$ cat src/hw/rtl/gpf_pkg.sv
`default_nettype none

package gpf_pkg;

    // Widths and constants shared by the pair finder
    localparam int VALUE_BITS_DEF   = 8;
    localparam int FIELD_BITS       = 8;
    localparam int PRIME_TABLE_SIZE = 1 << FIELD_BITS;
    localparam int PAIR_MIN_SUM     = 4;
    localparam int FIRST_ODD_PRIME  = 3;
    localparam int PRIME_STEP       = 2;

    // Sieve worked out at elaboration: bit n set when n is an odd prime
    function automatic logic [PRIME_TABLE_SIZE-1:0] build_odd_prime_mask();
        logic [PRIME_TABLE_SIZE-1:0] m;
        int n;
        int d;
        int k;
        m = '0;
        for (n = FIRST_ODD_PRIME; n < PRIME_TABLE_SIZE; n = n + PRIME_STEP) begin
            m[n] = 1'b1;
        end
        for (d = FIRST_ODD_PRIME; d * d < PRIME_TABLE_SIZE; d = d + PRIME_STEP) begin
            for (k = d * d; k < PRIME_TABLE_SIZE; k = k + d) begin
                m[k] = 1'b0;
            end
        end
        return m;
    endfunction

    localparam logic [PRIME_TABLE_SIZE-1:0] ODD_PRIME_MASK = build_odd_prime_mask();

endpackage

`default_nettype wire

$ cat src/hw/rtl/goldbach_pair_finder_unit.sv
`default_nettype none

// Goldbach pair finder.
// Input channel (i_valid / o_ready) takes one beat: a value and a list-end
// flag. The flag is accepted and has no effect on the results.
// Output channel (o_valid / i_ready) gives one beat per ordered pair (p, q)
// of odd primes with p + q equal to the value, p rising; o_run_last marks
// the final pair of a value. Odd values and values of 4 or less give none.
// Only the low VALUE_BITS bits of the value are used.
// Timing: one candidate p is tested per cycle, save while a hit waits on a
// full output register, by a single shared check unit (subtract plus
// prime-table look-up). An odd value or one of 4 or less is dropped
// without leaving idle. The first pair is sent to the output register
// once a second pair is found or the scan ends (the last pair is held
// back to mark it).
// o_ready is high only between values.
// A stalled receiver holds the output register; the scan then waits on the
// next hit and resumes when the register drains.
// Reset (synchronous, active low) drops any value in progress and any
// undelivered beat.
module goldbach_pair_finder_unit #(
    parameter int VALUE_BITS = gpf_pkg::VALUE_BITS_DEF
) (
    input  wire logic                       i_clk,
    input  wire logic                       i_rst_n,
    input  wire logic                       i_valid,
    output logic                            o_ready,
    input  wire logic [gpf_pkg::FIELD_BITS-1:0] i_value,
    input  wire logic                       i_list_end,
    output logic                            o_valid,
    input  wire logic                       i_ready,
    output logic      [gpf_pkg::FIELD_BITS-1:0] o_first_prime,
    output logic      [gpf_pkg::FIELD_BITS-1:0] o_second_prime,
    output logic      [gpf_pkg::FIELD_BITS-1:0] o_total,
    output logic                            o_run_last
);
    import gpf_pkg::*;

    localparam int VB = VALUE_BITS;

    localparam logic [1:0] ST_IDLE  = 2'd0;
    localparam logic [1:0] ST_SCAN  = 2'd1;
    localparam logic [1:0] ST_FLUSH = 2'd2;

    // Sequencer state
    logic [1:0]    r_state, n_state;
    logic [VB-1:0] r_v, n_v;
    logic [VB-1:0] r_p, n_p;
    logic [VB-1:0] r_pend_p, n_pend_p;
    logic [VB-1:0] r_pend_q, n_pend_q;
    logic          r_have_pend, n_have_pend;

    // Output register
    logic          r_out_valid, n_out_valid;
    logic [VB-1:0] r_out_p, n_out_p;
    logic [VB-1:0] r_out_q, n_out_q;
    logic [VB-1:0] r_out_t, n_out_t;
    logic          r_out_last, n_out_last;

    logic [VB-1:0] v_in;
    logic          start_ok;
    logic          in_beat;
    logic [VB:0]   p_next;
    logic          scan_end;
    logic [VB-1:0] q;
    logic          hit;
    logic          out_free;
    logic          push;
    logic          push_last;

    // The list-end flag rides along with the value and changes nothing
    logic          list_end_unused;
    assign list_end_unused = i_list_end;

    gpf_pair_check #(
        .VALUE_BITS (VALUE_BITS)
    ) u_check (
        .i_sum     (r_v),
        .i_cand    (r_p),
        .o_partner (q),
        .o_hit     (hit)
    );

    assign o_ready  = (r_state == ST_IDLE);
    assign in_beat  = i_valid && o_ready;
    assign v_in     = i_value[VB-1:0];
    assign start_ok = !v_in[0] && (FIELD_BITS'(v_in) > FIELD_BITS'(PAIR_MIN_SUM));
    assign p_next   = {1'b0, r_p} + (VB+1)'(PRIME_STEP);
    assign scan_end = (p_next >= {1'b0, r_v});
    assign out_free = !r_out_valid || i_ready;

    always_comb begin
        n_state     = r_state;
        n_v         = r_v;
        n_p         = r_p;
        n_pend_p    = r_pend_p;
        n_pend_q    = r_pend_q;
        n_have_pend = r_have_pend;
        push        = 1'b0;
        push_last   = 1'b0;
        unique case (r_state)
            ST_IDLE: begin
                if (in_beat && start_ok) begin
                    n_v         = v_in;
                    n_p         = VB'(FIRST_ODD_PRIME);
                    n_have_pend = 1'b0;
                    n_state     = ST_SCAN;
                end
            end
            ST_SCAN: begin
                // A new hit displaces the held pair, which then is not last
                if (!(hit && r_have_pend && !out_free)) begin
                    push = hit && r_have_pend;
                    if (hit) begin
                        n_pend_p    = r_p;
                        n_pend_q    = q;
                        n_have_pend = 1'b1;
                    end
                    if (scan_end) begin
                        n_state = (r_have_pend || hit) ? ST_FLUSH : ST_IDLE;
                    end else begin
                        n_p = p_next[VB-1:0];
                    end
                end
            end
            ST_FLUSH: begin
                if (out_free) begin
                    push        = 1'b1;
                    push_last   = 1'b1;
                    n_have_pend = 1'b0;
                    n_state     = ST_IDLE;
                end
            end
            default: begin
                n_state = ST_IDLE;
            end
        endcase
    end

    always_comb begin
        n_out_valid = r_out_valid && !i_ready;
        n_out_p     = r_out_p;
        n_out_q     = r_out_q;
        n_out_t     = r_out_t;
        n_out_last  = r_out_last;
        if (push) begin
            n_out_valid = 1'b1;
            n_out_p     = r_pend_p;
            n_out_q     = r_pend_q;
            n_out_t     = r_v;
            n_out_last  = push_last;
        end
    end

    always_ff @(posedge i_clk) begin
        if (!i_rst_n) begin
            r_state     <= ST_IDLE;
            r_have_pend <= 1'b0;
            r_out_valid <= 1'b0;
        end else begin
            r_state     <= n_state;
            r_have_pend <= n_have_pend;
            r_out_valid <= n_out_valid;
        end
    end

    // Payload: no reset needed
    always_ff @(posedge i_clk) begin
        r_v        <= n_v;
        r_p        <= n_p;
        r_pend_p   <= n_pend_p;
        r_pend_q   <= n_pend_q;
        r_out_p    <= n_out_p;
        r_out_q    <= n_out_q;
        r_out_t    <= n_out_t;
        r_out_last <= n_out_last;
    end

    assign o_valid        = r_out_valid;
    assign o_first_prime  = FIELD_BITS'(r_out_p);
    assign o_second_prime = FIELD_BITS'(r_out_q);
    assign o_total        = FIELD_BITS'(r_out_t);
    assign o_run_last     = r_out_last;

`ifndef SYNTHESIS
    a_sum_matches: assert property (@(posedge i_clk) disable iff (!i_rst_n)
        r_out_valid |-> (r_out_p + r_out_q) == r_out_t)
        else $error("pair does not add up to its total");

    a_both_odd: assert property (@(posedge i_clk) disable iff (!i_rst_n)
        r_out_valid |-> (r_out_p[0] && r_out_q[0]))
        else $error("pair member is even");

    a_cand_below_sum: assert property (@(posedge i_clk) disable iff (!i_rst_n)
        (r_state == ST_SCAN) |-> (r_p < r_v))
        else $error("candidate has passed the value");

    a_flush_has_pair: assert property (@(posedge i_clk) disable iff (!i_rst_n)
        (r_state == ST_FLUSH) |-> r_have_pend)
        else $error("flush without a held pair");

    a_idle_after_last: assert property (@(posedge i_clk) disable iff (!i_rst_n)
        (push && push_last) |=> (r_state == ST_IDLE) && !r_have_pend)
        else $error("sequencer busy after last pair");
`endif

endmodule

`default_nettype wire

$ cat src/hw/rtl/gpf_pair_check.sv
`default_nettype none

// Shared test unit: partner = sum - candidate, hit when both are odd primes
module gpf_pair_check #(
    parameter int VALUE_BITS = gpf_pkg::VALUE_BITS_DEF
) (
    input  wire logic [VALUE_BITS-1:0] i_sum,
    input  wire logic [VALUE_BITS-1:0] i_cand,
    output logic      [VALUE_BITS-1:0] o_partner,
    output logic                       o_hit
);
    import gpf_pkg::*;

    logic [VALUE_BITS-1:0] partner;

    assign partner   = i_sum - i_cand;
    assign o_partner = partner;
    assign o_hit     = ODD_PRIME_MASK[FIELD_BITS'(i_cand)] &
                       ODD_PRIME_MASK[FIELD_BITS'(partner)];

endmodule

`default_nettype wire

$ cat config.mk
export PLATFORM = sky130hd
export DESIGN_NAME = goldbach_pair_finder_unit
export DESIGN_NICKNAME = d
export VERILOG_FILES = /design/src/hw/rtl/gpf_pkg.sv /design/src/hw/rtl/goldbach_pair_finder_unit.sv /design/src/hw/rtl/gpf_pair_check.sv
export SDC_FILE = /design/constraint.sdc
export NUM_CORES = 1
export LEC_CHECK = 0
export CAP_MARGIN = 20
export CORE_ASPECT_RATIO = 1.1
export CORE_MARGIN = 2
export CORE_UTILIZATION = 49
export CTS_CLUSTER_SIZE = 16
export DETAILED_ROUTE_END_ITERATION = 10
export DONT_BUFFER_PORTS = 1
export PLACE_DENSITY_LB_ADDON = 0.1
export SLEW_MARGIN = 20
export SYNTH_ARGS = -nofsm -noshare
export SYNTH_HDL_FRONTEND = slang
export SYNTH_SLANG_ARGS = --single-unit
$ cat constraint.sdc
create_clock -name i_clk -period 5.6 [get_ports i_clk]
set_clock_uncertainty 0.15 [all_clocks]
set_input_delay 1.12 -clock i_clk [delete_from_list [all_inputs] [get_ports i_clk]]
set_output_delay 1.12 -clock i_clk [all_outputs]
set_load 0.01 [all_outputs]
# [Word level (Yosys, flattened, before mapping)]
# Memories as Yosys holds them, arrays and structs flattened. A register that Yosys moved wholly into a read port is not among the register bits.
# Index checks and enable logic that the tools add are counted.
[op_classes] magnitude_cmp=4 bitwise=2 n_mux=22 n_addsub=2 reduce_logical=20 n_eq_ne=8
[op_table] op="two-way mux 8 bit" count=4
[op_table] op="< comparator 8 x 9 -> 1 bit, second input constant" count=2
[op_table] op="one-hot mux 8 bit (2 select lines)" count=1
[op_table] op="two-way mux 2 bit" count=5
[op_table] op="!= test 2 bit, second input constant" count=5
[op_table] op="adder 8 x 2 -> 9 bit, second input constant" count=1
[op_table] op=">= comparator 9 x 8 -> 1 bit" count=1
[op_table] op="two-way mux 1 bit" count=9
[op_table] op="greater-than comparator 8 x 3 -> 1 bit, second input constant" count=1
[op_table] op="AND reduction 4 bit" count=2
[op_table] op="subtractor 8 bit" count=1
[op_table] op="logical AND 1 bit" count=6
[op_table] op="one-hot mux 2 bit (3 select lines)" count=1
[op_table] op="AND reduction 5 bit" count=1
[op_table] op="logical NOT 1 bit" count=4
[op_table] op="one-hot mux 1 bit (3 select lines)" count=1
[op_table] op="AND reduction 3 bit" count=1
[op_table] op="nonzero test 3 bit" count=1
[op_table] op="== test 2 x 1 -> 1 bit, second input constant" count=1
[op_table] op="== test 2 bit, second input constant" count=1
[op_table] op="logical NOT 2 bit" count=1
[op_table] op="logical OR 1 bit" count=2
[op_table] op="!= test 2 x 1 -> 1 bit, second input constant" count=1
[op_table] op="one-hot mux 1 bit (2 select lines)" count=1
[op_table] op="4 further kinds" count=4
[totals] rom_bits=512 wordCells=71 n_memories=2 regBits=61 out_inout_bits=27 input_bits=13
[mem_list] name="(name not given)" words=256 width=1 rd=1 rd_ports_with_merged_regs=0 wr=0 line_no="gpf_pair_check.sv:19" text="ODD_PRIME_MASK[FIELD_BITS'(partner)];"
[mem_list] name="(name not given)" words=256 width=1 rd=1 rd_ports_with_merged_regs=1 wr=0 line_no="gpf_pair_check.sv:18" text="assign o_hit = ODD_PRIME_MASK[FIELD_BITS'(i_cand)] &"

# [Depth between registers and ports, before layout]
[logic_depth] word_depth=9 depth_mapped=18 ltp_nobuf=17

# [Modules after synthesis]
# A second synthesis with hierarchy kept.
[unflattened] hier_cells=299 area_unflattened_um2=3470.8
[by_module_without_submodules] module="goldbach_pair_finder_unit" instances=1 area_each_um2=2316.0 seq_area_each_um2=1701.6 cells_each=142
[by_module_without_submodules] module="gpf_pair_check" instances=1 area_each_um2=1154.9 seq_area_each_um2=0.0 cells_each=157

# [Worst setup path after synthesis]
# OpenSTA, ideal clock, no wires.
[synth_path] path_kind="register to register" startpoint="register r_p[0]" endpoint="register r_out_p[0] (netlist: o_first_prime[0]) (enable)" setup_time_ps=407 t_arrival_ps=4042 slack_ps=1000 required_time_ps=5043 path_stages_with_launch=14 path_buffers=1 synth_period_minus_slack_ps=4600 path_cell_list="edfxtp_1 > ha_1 > fa_1 > buf_2 > inv_1 > xnor3_1 > o211ai_1 > a221oi_2 > a31oi_2 > a221oi_4 > o21a_4 > a31o_2 > nand2_1 > nor2_1"
[synth_via] elab_chain_cells=8
[synth_rtl] item="start: declaration" line_no="goldbach_pair_finder_unit.sv:48" text="logic [VB-1:0] r_p, n_p;"
[synth_rtl] item="start signal: assignment" line_no="goldbach_pair_finder_unit.sv:170" text="r_p <= n_p;"
[synth_rtl] item="subtractor 8 bit (*)" line_no="gpf_pair_check.sv:16" text="assign partner = i_sum - i_cand;"
[synth_rtl] item="net q[1]" line_no="goldbach_pair_finder_unit.sv:65" text="logic [VB-1:0] q;"
[synth_rtl] item="memory read (256 x 1 bit) (*)"
[synth_rtl] item="two-way mux 1 bit (not written as such) (*)" line_no="gpf_pair_check.sv:19"
[synth_rtl] item="bitwise AND 1 bit (*)" line_no="gpf_pair_check.sv:18"
[synth_rtl] item="logical AND 1 bit (*)" line_no="goldbach_pair_finder_unit.sv:112, goldbach_pair_finder_unit.sv:113"
[synth_rtl] item="logical AND 1 bit" line_no="goldbach_pair_finder_unit.sv:112" text="if (!(hit && r_have_pend && !out_free)) begin"
[synth_rtl] item="two-way mux 1 bit (*)" line_no="goldbach_pair_finder_unit.sv:112"
[synth_rtl] item="one-hot mux 1 bit (2 select lines) (*)" line_no="goldbach_pair_finder_unit.sv:101" text="unique case (r_state)"
[synth_rtl] item="net push" line_no="goldbach_pair_finder_unit.sv:68" text="logic push;"
[synth_rtl] item="end signal: assignment" line_no="goldbach_pair_finder_unit.sv:173" text="r_out_p <= n_out_p;"
[synth_rtl] item="end: declaration" line_no="goldbach_pair_finder_unit.sv:55" text="logic [VB-1:0] r_out_p, n_out_p;"
# Mark *: on every way through the listed nets, which the timed path passes. The rest lies on a longest branch. The select of a mux whose other input is x is not followed.
# A chain may end at the register's enable or synchronous reset.

==> flow_summary.yaml <==
worst_hold_path:
  hp-class: "flip-flop to flip-flop"
  hp-start: "r_pend_q[7]"
logic_synthesis:
  async_flop_share_pct: 0
  synth_seq_area_share_pct: 46.4
  synth_most_common_cell: "edfxtp_1"
  synth_edf_count: 57
  synth_area_leader_cell: "edfxtp_1"
  netlist_instances: 352
  synth_seq_cells: 62
  synth_flop_cell: "edfxtp_1"
  synth_top_cells_by_count: "edfxtp_1, inv_1, nor2_1, ha_1, nand2_1"
  synth_area_leaders: "edfxtp_1, ha_1, inv_1, nor2_1, dfxtp_1"
  synth_area_um2: 3900
  synth_top_cell_area_share_pct: 43.8
  avgSynthCellArea_um2: 11.1
  synth.distinct_cells: 75
  synth_warnings: 0
  syn-num-nets: 386
route:
  drtPass1Iterations: 4
  wl_per_cell_um: 17.0
  routed_wl_mm: 8.05
  drt_iter0_markers: 161
  vias: 2839
  post-route-drc-count: 0
  avgViaCountPerCell: 6.00
  ant_nets: 0
setup_path:
  cp.required_ns: 5.72
  crit_path_start: "r_p[0]"
  regToRegStartpoint: "r_p[0]"
  worstSetupPathType: "flip-flop to flip-flop"
  crit_fanout: 11
  cp-start-kind: "flip-flop"
  endpoint_kind: "flip-flop"
  arrival_ns: 4.95
sta:
  period_share_pct: 86.3
  drv_slew: 0
  fin_crit_ns: 4.83
  tns_ns: 0
  hold_violations: 0
  relSlewSlack_pct: 54.7
  rsz0062_at_grt: "no"
  setup_viol_count_final: 0
  max_freq_mhz: 207
  worst_pin_slew_ns: 0.679
outcome:
  status: "completed"
finish:
  drive_gt1_share_pct: 14.2
  syn_to_final_growth_pct: 8.27
  multi_input_area_um2: 1920
  antennaDiodeCount: 0
  register_area_um2: 1810
  postLayoutCellArea_um2: 4230
  fill_cells: 697
  layout.nets: 394
  post-route-util_pct: 54.0
grt:
  grt_antenna_before_repair: 0
  grt.total_usage_pct: 20.0
  grt_pass1_vias: 2762
  grt_max_degree: 22
  grt-ovfl-total: 0
  grt_pass1_wl_mm: 13.4
clock_network:
  cts_tree: "built"
  post_cts_resized: 0
  cts_setup_buffers: 0
  clockBufferDepth: 2
  cts_hold_buffers: 0
  cts-htree-levels: 3
  numCtsBuffers: 9
  root_buffer: "clkbuf_8"
  worstSkewPairLatency_ns: 0.34
  cts.sinks: 62
  clkSlewWorstSetupHoldPaths_ns: 0.08
floorplanning:
  die_w_um: 89.1
  rows: 34
  initial_utilization_pct: 49.9
  core-area_um2: 7830
  die_h_um: 97.6
  io_pins: 40
  die-area_um2: 8700
power_and_ir_drop:
  leakagePower_nw: 1.57
  vdd_drop_max_mv: 0.230
  power.density_nw_per_um2: 453
place:
  buffer_ports.inserted: 0
  dpl_cell_area_um2: 4040
  finalWeightedCongestion: 0.863
  hpwlAfterDp_mm: 6.07
run:
  drv_cap: 0
-- cell type report --
| cell class | instances | share of cell area [%] |
|---|---|---|
| clock buffer | 10 | 3.02 |
| clock inverter | 6 | 1.45 |
| inverter | 33 | 2.93 |
| multi-input combinational | 248 | 45.5 |
| sequential | 62 | 42.9 |
| tap | 108 | 3.20 |
| timing repair buffer | 6 | 1.07 |
-- per-stage QoR --
stage               instances  power, mW  hold WS, ns  setup slack, ns
finish                    473       1.91        0.271            0.766
global route              473       2.05        0.272            0.418
CTS                       473       1.92        0.274            0.732
detailed placement        457       1.54        0.257            0.748
global placement          457       1.53        0.251            0.811
floorplan                 352       1.36        0.250             1.00
-- layer usage --
layer,track usage [%],up-vias,share of wire (%)
met5,0,-,0
met4,7.23,0,2.3
met3,6.12,19,5.3
met2,31.5,102,49
met1,25.6,1352,43
li1,-,1366,-
-- state kept, by name (all words and copies together), names as in the netlist, 2 cells and up, named ones only --
name            cells
r_pend_p            8
o_total             8
o_second_prime      8
r_state             2
o_first_prime       8
r_p                 8
r_pend_q            8
r_v                 8
-- cell families after synthesis --
family	after synthesis	synth area share (%)
AO/OA/AOI/OAI	102	22.6
multiplexers	5	1.31
buffers and inverters	42	4.42
flip-flops	62	46.4
AND/OR/NAND/NOR	106	14.3
XOR/XNOR	14	4.04
adder cells (fa/ha/maj)	21	6.92
-- worst paths after layout --
kind | to | slack [ns] | cells past startpoint
min | o_second_prime[7] | 0.27 | 0
min reg2reg | o_second_prime[7] | 0.27 | 0
max | flip-flop | 0.77 | 15
max reg2reg | flip-flop | 0.77 | 15
-- layout by cell type (no fill, tap or decap), types with 3 or more instances in the layout --
cell / count
a211o_1: 3
a211oi_1: 3
a21boi_0: 3
a21oi_1: 14
a31oi_1: 5
a41oi_1: 4
and2_1: 5
and3_1: 4
buf_4: 6
clkbuf_8: 9
clkinv_2: 3
dfxtp_1: 5
edfxtp_1: 57
ha_1: 20
inv_1: 29
inv_2: 3
mux2i_1: 4
nand2_1: 18
nand2b_1: 3
nand3_1: 7
nand4_1: 5
nor2_1: 28
nor2b_1: 9
nor3_1: 13
nor4_1: 4
o211ai_1: 5
o21a_1: 5
o21ai_0: 11
o21ai_2: 3
o22ai_1: 3
o31ai_1: 4
xnor2_1: 8
xor2_1: 3
-- power breakdown --
| part | total [mW] | switching [mW] | internal (mW) | leakage, nW |
|---|---|---|---|---|
| logic | 0.932 | 0.567 | 0.364 | 0.913 |
| registers | 0.604 | 0.0370 | 0.567 | 0.558 |
| clock network | 0.379 | 0.174 | 0.205 | 0.0964 |
| total | 1.91 | 0.779 | 1.14 | 1.57 |
-- critical path, cell delays in order, from the launching register on --
cell and delay, ns:
edfxtp_1 0.49, ha_1 0.28, fa_1 0.72, inv_1 0.21, xnor3_1 0.42, o211ai_1 0.10
a221oi_2 0.28, a31oi_2 0.09, a221oi_4 0.40, o21a_4 0.23, a21o_4 0.19, a2bb2oi_2 0.38
nand2_1 0.16, a41oi_1 0.24, a41oi_1 0.17, a211oi_2 0.25
No activity file was read; power rests on OpenSTA's default activity.
